`config.mk`:
```
export PLATFORM = sky130hd
export DESIGN_NAME = pdz_ctrl
export DESIGN_NICKNAME = d
export VERILOG_FILES = /design/src/hw/rtl/pdz_pkg.sv /design/src/hw/rtl/pdz_ctrl.sv
export VERILOG_INCLUDE_DIRS = /design/src /design/src/hw/rtl
export SDC_FILE = /design/constraint.sdc
export NUM_CORES = 1
export LEC_CHECK = 0
export BUFFER_PORTS_ARGS = -buffer_cell sky130_fd_sc_hd__buf_2
export CAP_MARGIN = 10
export CELL_PAD_IN_SITES_DETAIL_PLACEMENT = 1
export CELL_PAD_IN_SITES_GLOBAL_PLACEMENT = 2
export CORE_ASPECT_RATIO = 1.75
export CORE_MARGIN = 5
export CORE_UTILIZATION = 25
export DETAILED_ROUTE_END_ITERATION = 8
export PLACE_DENSITY = 0.73
export REMOVE_ABC_BUFFERS = 1
export SLEW_MARGIN = 10
export SYNTH_ARGS = -nofsm -noshare
export SYNTH_HDL_FRONTEND = slang
export SYNTH_SLANG_ARGS = --single-unit
```
`constraint.sdc`:
```
create_clock -name clk -period 2.3 [get_ports clk]
set_input_delay 0.23 -clock clk [delete_from_list [all_inputs] [get_ports clk]]
set_output_delay 0.23 -clock clk [all_outputs]
set_load 0.03 [all_outputs]
```
`src/hw/rtl/assert_macros.svh`:
```
// assertion macros included by the rtl controller
`ifndef ASSERT_MACROS_SVH
`define ASSERT_MACROS_SVH

`ifndef NO_ASSERTIONS

// expression holds at every clock edge out of reset
`define ASSERT_ALWAYS(label, clk, rst, expr) \
  label: assert property (@(posedge clk) disable iff (rst) (expr)) \
    else $error("assertion failed: expr");

// condition in one cycle implies expression in the next
`define ASSERT_NEXT(label, clk, rst, cond, expr) \
  label: assert property (@(posedge clk) disable iff (rst) (cond) |=> (expr)) \
    else $error("assertion failed: cond then expr");

`else

`define ASSERT_ALWAYS(label, clk, rst, expr)
`define ASSERT_NEXT(label, clk, rst, cond, expr)

`endif

`endif

```
`src/hw/rtl/pdz_pkg.sv`:
```
// shared constants, codes and controller/datapath types of the projector
`default_nettype none
package pdz_pkg;

  localparam int IMAGE_WIDTH  = 1280;
  localparam int IMAGE_HEIGHT = 1024;
  localparam int STORE_DEPTH  = IMAGE_WIDTH * IMAGE_HEIGHT;
  localparam int ADDR_W       = $clog2(STORE_DEPTH);

  localparam int COL_W   = 11;
  localparam int ROW_W   = 10;
  localparam int DEPTH_W = 16;
  localparam int WORD_W  = 32;
  localparam int CFG_INDEX_W = 4;

  // pixel index registers wide enough for ports and image size
  localparam int PCOL_W = ($clog2(IMAGE_WIDTH) > COL_W) ? $clog2(IMAGE_WIDTH) : COL_W;
  localparam int PROW_W = ($clog2(IMAGE_HEIGHT) > ROW_W) ? $clog2(IMAGE_HEIGHT) : ROW_W;

  // register indexes
  localparam logic [CFG_INDEX_W-1:0] REG_FOCAL_X  = 4'd0;
  localparam logic [CFG_INDEX_W-1:0] REG_FOCAL_Y  = 4'd1;
  localparam logic [CFG_INDEX_W-1:0] REG_CENTER_X = 4'd2;
  localparam logic [CFG_INDEX_W-1:0] REG_CENTER_Y = 4'd3;
  localparam logic [CFG_INDEX_W-1:0] REG_K1       = 4'd4;
  localparam logic [CFG_INDEX_W-1:0] REG_K2       = 4'd5;
  localparam logic [CFG_INDEX_W-1:0] REG_P1       = 4'd6;
  localparam logic [CFG_INDEX_W-1:0] REG_P2       = 4'd7;

  // register reset values
  localparam logic [WORD_W-1:0] RST_FOCAL_X  = 32'd48953581;
  localparam logic [WORD_W-1:0] RST_FOCAL_Y  = 32'd48983240;
  localparam logic [WORD_W-1:0] RST_CENTER_X = 32'd43977264;
  localparam logic [WORD_W-1:0] RST_CENTER_Y = 32'd32388704;
  localparam logic [WORD_W-1:0] RST_K1       = 32'(-382784633);
  localparam logic [WORD_W-1:0] RST_K2       = 32'd169176958;
  localparam logic [WORD_W-1:0] RST_P1       = 32'(-324063);
  localparam logic [WORD_W-1:0] RST_P2       = 32'd536264;

  // iteration counts
  localparam int DIV_STEPS  = 31;
  localparam int SQRT_STEPS = 32;
  localparam int CNT_W      = 6;

  // multiplier operation codes, in issue order
  localparam int OP_W = 5;
  localparam logic [OP_W-1:0] OP_SQ_X = 5'd0;
  localparam logic [OP_W-1:0] OP_SQ_Y = 5'd1;
  localparam logic [OP_W-1:0] OP_SQ_Z = 5'd2;
  localparam logic [OP_W-1:0] OP_UU   = 5'd3;
  localparam logic [OP_W-1:0] OP_VV   = 5'd4;
  localparam logic [OP_W-1:0] OP_UV   = 5'd5;
  localparam logic [OP_W-1:0] OP_RHO4 = 5'd6;
  localparam logic [OP_W-1:0] OP_K1R  = 5'd7;
  localparam logic [OP_W-1:0] OP_K2R  = 5'd8;
  localparam logic [OP_W-1:0] OP_UR   = 5'd9;
  localparam logic [OP_W-1:0] OP_P1X  = 5'd10;
  localparam logic [OP_W-1:0] OP_P2X  = 5'd11;
  localparam logic [OP_W-1:0] OP_VR   = 5'd12;
  localparam logic [OP_W-1:0] OP_P2Y  = 5'd13;
  localparam logic [OP_W-1:0] OP_P1Y  = 5'd14;
  localparam logic [OP_W-1:0] OP_FX   = 5'd15;
  localparam logic [OP_W-1:0] OP_FY   = 5'd16;
  localparam int N_OPS = 17;

  typedef struct packed {
    logic              load_item;
    logic              div_step;
    logic              mul_issue;
    logic              mul_lo;
    logic              mul_hi;
    logic              mul_done;
    logic [OP_W-1:0]   mul_op;
    logic              sqrt_load;
    logic              sqrt_step;
    logic              pix_load;
    logic              mem_rd;
    logic              mem_wr;
    logic              wr_zero;
    logic              res_load;
    logic              res_zero;
    logic              clr_wr;
    logic [ADDR_W-1:0] clr_addr;
    logic              out_load;
  } cmd_t;

  typedef struct packed {
    logic is_read;
    logic drop;
    logic range_ok;
    logic pix_off;
    logic lose;
    logic out_free;
  } status_t;

endpackage
`default_nettype wire

```
`src/hw/rtl/pdz_ctrl.sv`:
```
// projector controller: item sequencing, operation issue, store clearing
`default_nettype none
`include "assert_macros.svh"
module pdz_ctrl (
  input  wire logic             clk,
  input  wire logic             rst,
  input  wire logic             in_valid,
  output logic                  in_stall,
  input  wire pdz_pkg::status_t status,
  output pdz_pkg::cmd_t         cmd
);
  import pdz_pkg::*;

  localparam logic [3:0] ST_CLEAR  = 4'd0;
  localparam logic [3:0] ST_IDLE   = 4'd1;
  localparam logic [3:0] ST_CHECK  = 4'd2;
  localparam logic [3:0] ST_RDDATA = 4'd3;
  localparam logic [3:0] ST_DIV    = 4'd4;
  localparam logic [3:0] ST_ISSUE  = 4'd5;
  localparam logic [3:0] ST_LO     = 4'd6;
  localparam logic [3:0] ST_HI     = 4'd7;
  localparam logic [3:0] ST_DONE   = 4'd8;
  localparam logic [3:0] ST_PIX    = 4'd9;
  localparam logic [3:0] ST_LOOKUP = 4'd10;
  localparam logic [3:0] ST_CMP    = 4'd11;
  localparam logic [3:0] ST_EMIT   = 4'd12;

  logic [3:0]        state, state_next;
  logic [CNT_W-1:0]  cnt, cnt_next;
  logic [CNT_W-1:0]  sqrt_cnt, sqrt_cnt_next;
  logic [OP_W-1:0]   op, op_next;
  logic [ADDR_W-1:0] clr_addr, clr_addr_next;

  assign in_stall = (state != ST_IDLE);

  always_comb begin
    state_next    = state;
    cnt_next      = cnt;
    op_next       = op;
    clr_addr_next = clr_addr;
    sqrt_cnt_next = sqrt_cnt;
    cmd           = '0;
    cmd.mul_op    = op;
    cmd.clr_addr  = clr_addr;

    unique case (state)
      ST_CLEAR: begin
        cmd.clr_wr = 1'b1;
        if (clr_addr == ADDR_W'(STORE_DEPTH - 1)) begin
          state_next = ST_IDLE;
        end else begin
          clr_addr_next = clr_addr + 1'b1;
        end
      end
      ST_IDLE: begin
        if (in_valid) begin
          cmd.load_item = 1'b1;
          state_next    = ST_CHECK;
        end
      end
      ST_CHECK: begin
        if (status.is_read) begin
          if (status.range_ok) begin
            cmd.mem_rd = 1'b1;
            state_next = ST_RDDATA;
          end else begin
            cmd.res_load = 1'b1;
            cmd.res_zero = 1'b1;
            state_next   = ST_EMIT;
          end
        end else if (status.drop) begin
          state_next = ST_IDLE;
        end else begin
          cnt_next   = '0;
          state_next = ST_DIV;
        end
      end
      ST_RDDATA: begin
        cmd.res_load = 1'b1;
        cmd.mem_wr   = 1'b1;
        cmd.wr_zero  = 1'b1;
        state_next   = ST_EMIT;
      end
      ST_DIV: begin
        cmd.div_step = 1'b1;
        if (cnt == CNT_W'(DIV_STEPS - 1)) begin
          cnt_next   = '0;
          op_next    = OP_SQ_X;
          state_next = ST_ISSUE;
        end else begin
          cnt_next = cnt + 1'b1;
        end
      end
      ST_ISSUE: begin
        cmd.mul_issue = 1'b1;
        // squares are in place once the first distortion product issues
        cmd.sqrt_load = (op == OP_UU);
        state_next    = ST_LO;
      end
      ST_LO: begin
        cmd.mul_lo = 1'b1;
        state_next = ST_HI;
      end
      ST_HI: begin
        cmd.mul_hi = 1'b1;
        state_next = ST_DONE;
      end
      ST_DONE: begin
        cmd.mul_done = 1'b1;
        if (op == OP_FY) begin
          state_next = ST_PIX;
        end else begin
          op_next    = op + 1'b1;
          state_next = ST_ISSUE;
        end
      end
      ST_PIX: begin
        if (sqrt_cnt == '0) begin
          cmd.pix_load = 1'b1;
          state_next   = ST_LOOKUP;
        end
      end
      ST_LOOKUP: begin
        if (status.pix_off) begin
          state_next = ST_IDLE;
        end else begin
          cmd.mem_rd = 1'b1;
          state_next = ST_CMP;
        end
      end
      ST_CMP: begin
        if (status.lose) begin
          state_next = ST_IDLE;
        end else begin
          cmd.mem_wr   = 1'b1;
          cmd.res_load = 1'b1;
          state_next   = ST_EMIT;
        end
      end
      ST_EMIT: begin
        if (status.out_free) begin
          cmd.out_load = 1'b1;
          state_next   = ST_IDLE;
        end
      end
      default: begin
        state_next = ST_IDLE;
      end
    endcase

    // square root runs beside the multiplier sequence
    if (cmd.sqrt_load) begin
      sqrt_cnt_next = CNT_W'(SQRT_STEPS);
    end else if (sqrt_cnt != '0) begin
      cmd.sqrt_step = 1'b1;
      sqrt_cnt_next = sqrt_cnt - 1'b1;
    end
  end

  always_ff @(posedge clk) begin
    if (rst) begin
      state    <= ST_CLEAR;
      cnt      <= '0;
      sqrt_cnt <= '0;
      op       <= '0;
      clr_addr <= '0;
    end else begin
      state    <= state_next;
      cnt      <= cnt_next;
      sqrt_cnt <= sqrt_cnt_next;
      op       <= op_next;
      clr_addr <= clr_addr_next;
    end
  end

  `ASSERT_ALWAYS(a_sqrt_done_at_lookup, clk, rst, (state != ST_LOOKUP) || (sqrt_cnt == '0))
  `ASSERT_ALWAYS(a_store_one_access, clk, rst, !(cmd.mem_rd && (cmd.mem_wr || cmd.clr_wr)))
  `ASSERT_NEXT(a_accept_to_check, clk, rst, (in_valid && !in_stall), (state == ST_CHECK))

endmodule
`default_nettype wire

```
==> results.txt, run 1 <==
Lkg Pwr: 1.20 nW
Hold worst-path end: state[1]
Number of global-route vias before repair: 2,525
Avg Synthesized Cell Area: 8.28 µm²
DRT Pass-1 Iters: 4
Core Box Area: 0.00947 mm²
Starting Density: 25.6%
Post-synth cell types: 52
Die ar.: 0.0119 mm²
FF-to-FF End: clr_addr[18]
Global Route Usage Sum: 12.3%
R2r startpoint: state[0]
Cell Pwr Density: 953 mW/mm²
Ant. Diodes: 0
Syn. warnings: 0
Fin util: 31.7%
Req. time, crit path: 2.07 ns
Clk_lat worst skew: 0.29 ns
Mapped Cells: 293
Pins Over Slew Limit: 0
Port bufs: 51
Final setup violation count: 0
Flop2flop setup slack: 0.33 ns
Setup_tns: 0 ns
Bufs on Longest Clock Path: 2
Synth top area cells: dfxtp_1, nor2_1, xnor2_1
TritonCTS Sinks: 42
Hold Slack: 0.356 ns
Layout area overhead: 23.6%
Max IR drop VDD: 0.000355 V
Die Span Y: 140 µm
Yosys top cell area share: 34.7%
H-Tree Level Count: 2
Detailed placement HPWL: 5.41 mm
Outcome: finished clean
# IOs: 52
Worst rel slew slack: 66.3%
Layout cells sized above 1: 23.4%
Detailed Route Iter0 Violations: 34
Max-cap violations: 0
Number of synthesized flops with an enable pin: 0
Actual slew at the worst max-slew pin: 0.506 ns
RSZ-0062 raised after global routing: no
Crit path launch: state[2]
Largest net degree at the start of global routing: 22
Drt drc: 0
Crit share post-route: 90.9%
Post-DRT Antenna Nets: 0
FP Rows: 47
Global-route wire length before repair: 12.0 mm
Post-CTS Hold Buffers: 0
Area of the mapped netlist: 0.00243 mm²
Nets: 366
Vias per inst: 4.92
Synth area leader: dfxtp_1
Clock skew: 0.00446 ns
Met2 WL: 3.63 mm
Initial antenna violation count: 0
WHS Path Cells: 4
Critical Path Fanout Max: 18
Async S/R FF share, synth: 0%
CTS Root Cell: clkbuf_16
Total CTS buffers: 5
Synth Flop Type: dfxtp_1
Post-synthesis sequential area ratio: 34.7%
Final Wtd Congestion: 0.810
Routed wire length: 6.96 mm
Crit path kind: flip-flop to output pin
Worst setup SP type: flip-flop
Endpoints failing hold: 0
Fmax: 478 MHz
Met3 wire len: 297 µm
Worst Setup End Kind: output pin
Worst path arrival time: 1.86 ns
Die W: 84.5 µm
Top routing layer in use: met4
Post-layout minimum cycle time: 2.09 ns
Register bit total from synthesis: 42
Vias: 2,323
Wirelength per Cell: 14.7 µm
CTS resizes: 0
Clock transition at path regs: 0.06 ns
Grt ovf: 0
R2R depth: 5
Hold Crit Start: status[2]
Postcts setup bufs: 0
HP Class: input pin to flip-flop
CTS tree: built
WL met1: 2.86 mm
## cell usage after synthesis (3+ instances only)
master,n
nand3_1,9
o21ai_0,7
nor2_1,45
a211oi_1,8
nor4_1,3
o2111ai_1,5
or3_1,3
xnor2_1,16
ha_1,7
inv_1,11
dfxtp_1,42
nand2_1,14
nor3_1,14
and3_1,3
and2_1,3
clkbuf_1,12
a21oi_1,17
xor2_1,14
nand4_1,11
nand2b_1,5
and4_1,4
## layout make-up
class / instances / area, µm²
Fill cell: 1153 / 6470
Multi-Input combinational cell: 224 / 1470
Sequential cell: 42 / 841
Timing Repair Buffer: 64 / 353
Tap cell: 122 / 153
Clock buffer: 5 / 125
Inverter: 13 / 48.8
Clock inverter: 2 / 10.0
## flip-flops by register name (all words and copies together), names as in the netlist
register	flops
cnt	6
sqrt_cnt	6
clr_addr	21
state	4
op	5
## report_power, final
group / switching [mW] / leakage, nW / total [mW] / internal (mW)
clock network: 0.286 / 0.0694 / 0.678 / 0.392
registers: 0.113 / 0.341 / 0.948 / 0.834
logic: 0.765 / 0.786 / 1.23 / 0.468
## layout by cell type (no fill, tap or decap), types with 8 or more instances in the layout
| cell type | n |
|---|---|
| inv_1 | 11 |
| nor2_1 | 45 |
| dfxtp_1 | 42 |
| nand2_1 | 14 |
| buf_4 | 13 |
| buf_2 | 51 |
| a211oi_1 | 8 |
| xor2_1 | 14 |
| nand4_1 | 11 |
| nor3_1 | 14 |
| xnor2_1 | 16 |
| nand3_1 | 9 |
| a21oi_1 | 17 |
## per-layer routing
layer	global-route usage [%]	up-vias
li1	-	1154
met1	13.4	1110
met2	22.5	47
met3	2.82	12
met4	5.00	0
met5	0	-
## kinds of logic (layout without fill, tap and decap cells)
kind of cell	after synthesis	after routing	synth area share (%)
xor+xnor	30	30	10.8
buf+inv	27	84	4.80
mux	3	3	1.29
simple gates	133	133	29.7
compound gates	51	51	15.2
flops	42	42	34.7
fa+ha+maj	7	7	3.61
## metrics by stage
stage / power, mW / area, µm² / std cells / setup slack (ns)
2_1_floorplan: 1.85 / 2360 / 279 / -0.480
3_3_place_gp: 2.20 / 2860 / 465 / 0.370
3_5_place_dp: 2.21 / 2860 / 465 / 0.333
4_1_cts: 2.92 / 3000 / 472 / 0.175
5_1_grt: 3.10 / 3000 / 472 / 0.0473
6_report: 2.86 / 3000 / 472 / 0.209
## how the worst max path moves through the flow
| stage | slack [ns] | cells after the start | end |
|---|---|---|---|
| 2_1_floorplan | -0.48 | 5 | op[3] |
| 3_3_place_gp | 0.37 | 5 | clr_addr[18] |
| 3_5_place_dp | 0.33 | 5 | clr_addr[18] |
| 4_1_cts | 0.17 | 6 | cmd[29] |
| 5_1_grt | 0.05 | 6 | cmd[29] |
| 6_report | 0.21 | 6 | cmd[29] |
## worst max-delay path, cell delays in order (launching register included)
cell and delay (ns):
dfxtp_1 0.33, buf_4 0.22, nand2_1 0.11, nor3_1 0.30
and4b_1 0.36, nor2b_1 0.07, buf_2 0.18
(Power assumes the default switching activity.)
==> run 2: changes to the inputs <==
--- a/config.mk
+++ b/config.mk
@@ -16,7 +16,7 @@
 export DETAILED_ROUTE_END_ITERATION = 8
 export PLACE_DENSITY = 0.73
 export REMOVE_ABC_BUFFERS = 1
-export SLEW_MARGIN = 10
+export SLEW_MARGIN = 20
 export SYNTH_ARGS = -nofsm -noshare
 export SYNTH_HDL_FRONTEND = slang
 export SYNTH_SLANG_ARGS = --single-unit
==> constraint.sdc (replaced) <==
create_clock -name clk -period 2.4 [get_ports clk]
set_input_delay 0.24 -clock clk [delete_from_list [all_inputs] [get_ports clk]]
set_output_delay 0.24 -clock clk [all_outputs]
set_load 0.03 [all_outputs]
==> results.txt, run 2 (synthesis gave the netlist of run 1 again) <==
Outcome: finished clean
Max reg flops: 21
Most frequent cells in the layout: buf_2, nor2_1, dfxtp_1
Global Route Usage Sum: 12.4%
H-Tree Level Count: 2
Lkg Pwr: 1.16 nW
Cell Pwr Density: 924 mW/mm²
Post-CTS Hold Buffers: 0
DRT Pass-1 Iters: 3
Crit share post-route: 89.7%
Grt ovf: 0
Final Wtd Congestion: 0.788
CTS resizes: 0
Ant. Diodes: 0
TritonCTS Sinks: 42
Placement Setup Slack: 0.324 ns
Global-route wire length before repair: 12.0 mm
Die W: 84.5 µm
Detailed Route Iter0 Violations: 37
Crit path largest cell delay: 0.53 ns
CP max stage cell: dfxtp_1
Bufs on Longest Clock Path: 2
Pins Over Slew Limit: 0
Die Span Y: 140 µm
Worst Setup End Kind: output pin
Port bufs: 51
Psw: 1.11 mW
Critical Path Fanout Max: 11
Die ar.: 0.0119 mm²
Vias: 2,312
Worst rel slew slack: 55.2%
Post-layout minimum cycle time: 2.15 ns
Switching Share: 40.5%
Placed instance count: 460
Combinational power share: 42.2%
Cell family with most CP delay: simple AND/OR/NAND/NOR gates
Endpoints failing hold: 0
Top flop regs: clr_addr x21, cnt x6, sqrt_cnt x6
Final setup violation count: 0
Clock transition at path regs: 0.05 ns
Commonest non-fill, non-tap cell in the layout: buf_2
Fillers: 1,169
Routed wire length: 7.06 mm
Final Instance Count excl. Fillers: 467
Clk_lat worst skew: 0.28 ns
Part of the power in registers: 34.3%
Starting Density: 25.6%
Actual slew at the worst max-slew pin: 0.672 ns
Nets: 361
Clock skew: 0.00369 ns
Fin util: 31.3%
Req. time, crit path: 2.16 ns
Core Box Area: 0.00947 mm²
Wirelength per Cell: 15.1 µm
Initial antenna violation count: 0
CP cell instances: buf_4 > nand2_1 > nor3_1 > and4b_1 > nor2b_1 > buf_2
Number of global-route vias before repair: 2,481
FP Rows: 47
Crit path kind: flip-flop to output pin
Postcts setup bufs: 0
HP Class: input pin to flip-flop
Total CTS buffers: 5
Seq. cell area: 841 µm²
Largest net degree at the start of global routing: 36
Multi-input logic area: 0.00147 mm²
Max IR drop VDD: 0.000425 V
Share of total power in the clock network: 23.5%
RSZ-0062 raised after global routing: no
# IOs: 52
CTS tree: built
Detailed placement HPWL: 5.50 mm
CTS Root Cell: clkbuf_16
Worst setup SP type: flip-flop
Post-DRT Antenna Nets: 0
Layout cells sized above 1: 21.7%
Worst Path Buf+Inv: 2
Vias per inst: 4.95
Worst path arrival time: 1.91 ns
Int Pwr: 1.63 mW
Layout area overhead: 22.0%
Most flop-heavy register: clr_addr
Post-route setup slack: 0.248 ns
Design Power: 2.73 mW
Drt drc: 0
Max-cap violations: 0
Fmax: 465 MHz
run 2: per-stage QoR:
stage / area [µm²] / hold WS, ns / setup TNS (ns)
after floorplan: 2360 / 0.309 / -1.63
after global placement: 2830 / 0.480 / 0
after detailed placement: 2830 / 0.498 / 0
after CTS: 2960 / 0.411 / 0
after global routing: 2960 / 0.450 / 0
final: 2960 / 0.400 / 0
run 2: routing by layer:
layer	wire [µm]	up-vias	track usage [%]
li1	-	1143	-
met5	0	-	0
met4	221	0	6.09
met1	2730	1105	12.4
met2	3810	51	23.3
met3	306	13	3.06
run 2: tightest hold or removal path, cell delays in order:
cell,delay [ns]
buf_2,0.08
nand2_1,0.06
nand2_1,0.07
a21oi_1,0.06
nor3_1,0.11
run 2: final timing paths:
check / startpoint / endpoint / slack (ns) / depth (start not counted)
hold / removal: status[3] / state[1] / 0.40 / 5
setup reg to reg: state[2] / clr_addr[18] / 0.30 / 5
setup / recovery: state[2] / cmd[29] / 0.25 / 6
hold reg to reg: clr_addr[7] / clr_addr[7] / 0.50 / 2
run 2: area by class of cell:
class / count / area share [%]
clock buffers: 7 / 4.48
well taps: 122 / 5.16
multi-input cells: 224 / 49.6
flip-flops and latches: 42 / 28.4
repair buffers: 59 / 10.7
inverters: 13 / 1.65
run 2: power groups by stage:
stage / Sequential (mW) / Combinational, mW / Clock [mW]
after floorplan: 0.982 / 0.788 / 0
after global placement: 0.951 / 1.16 / 0
after detailed placement: 0.953 / 1.16 / 0
after CTS: 0.938 / 1.17 / 0.670
after global routing: 0.959 / 1.29 / 0.699
final: 0.938 / 1.15 / 0.643
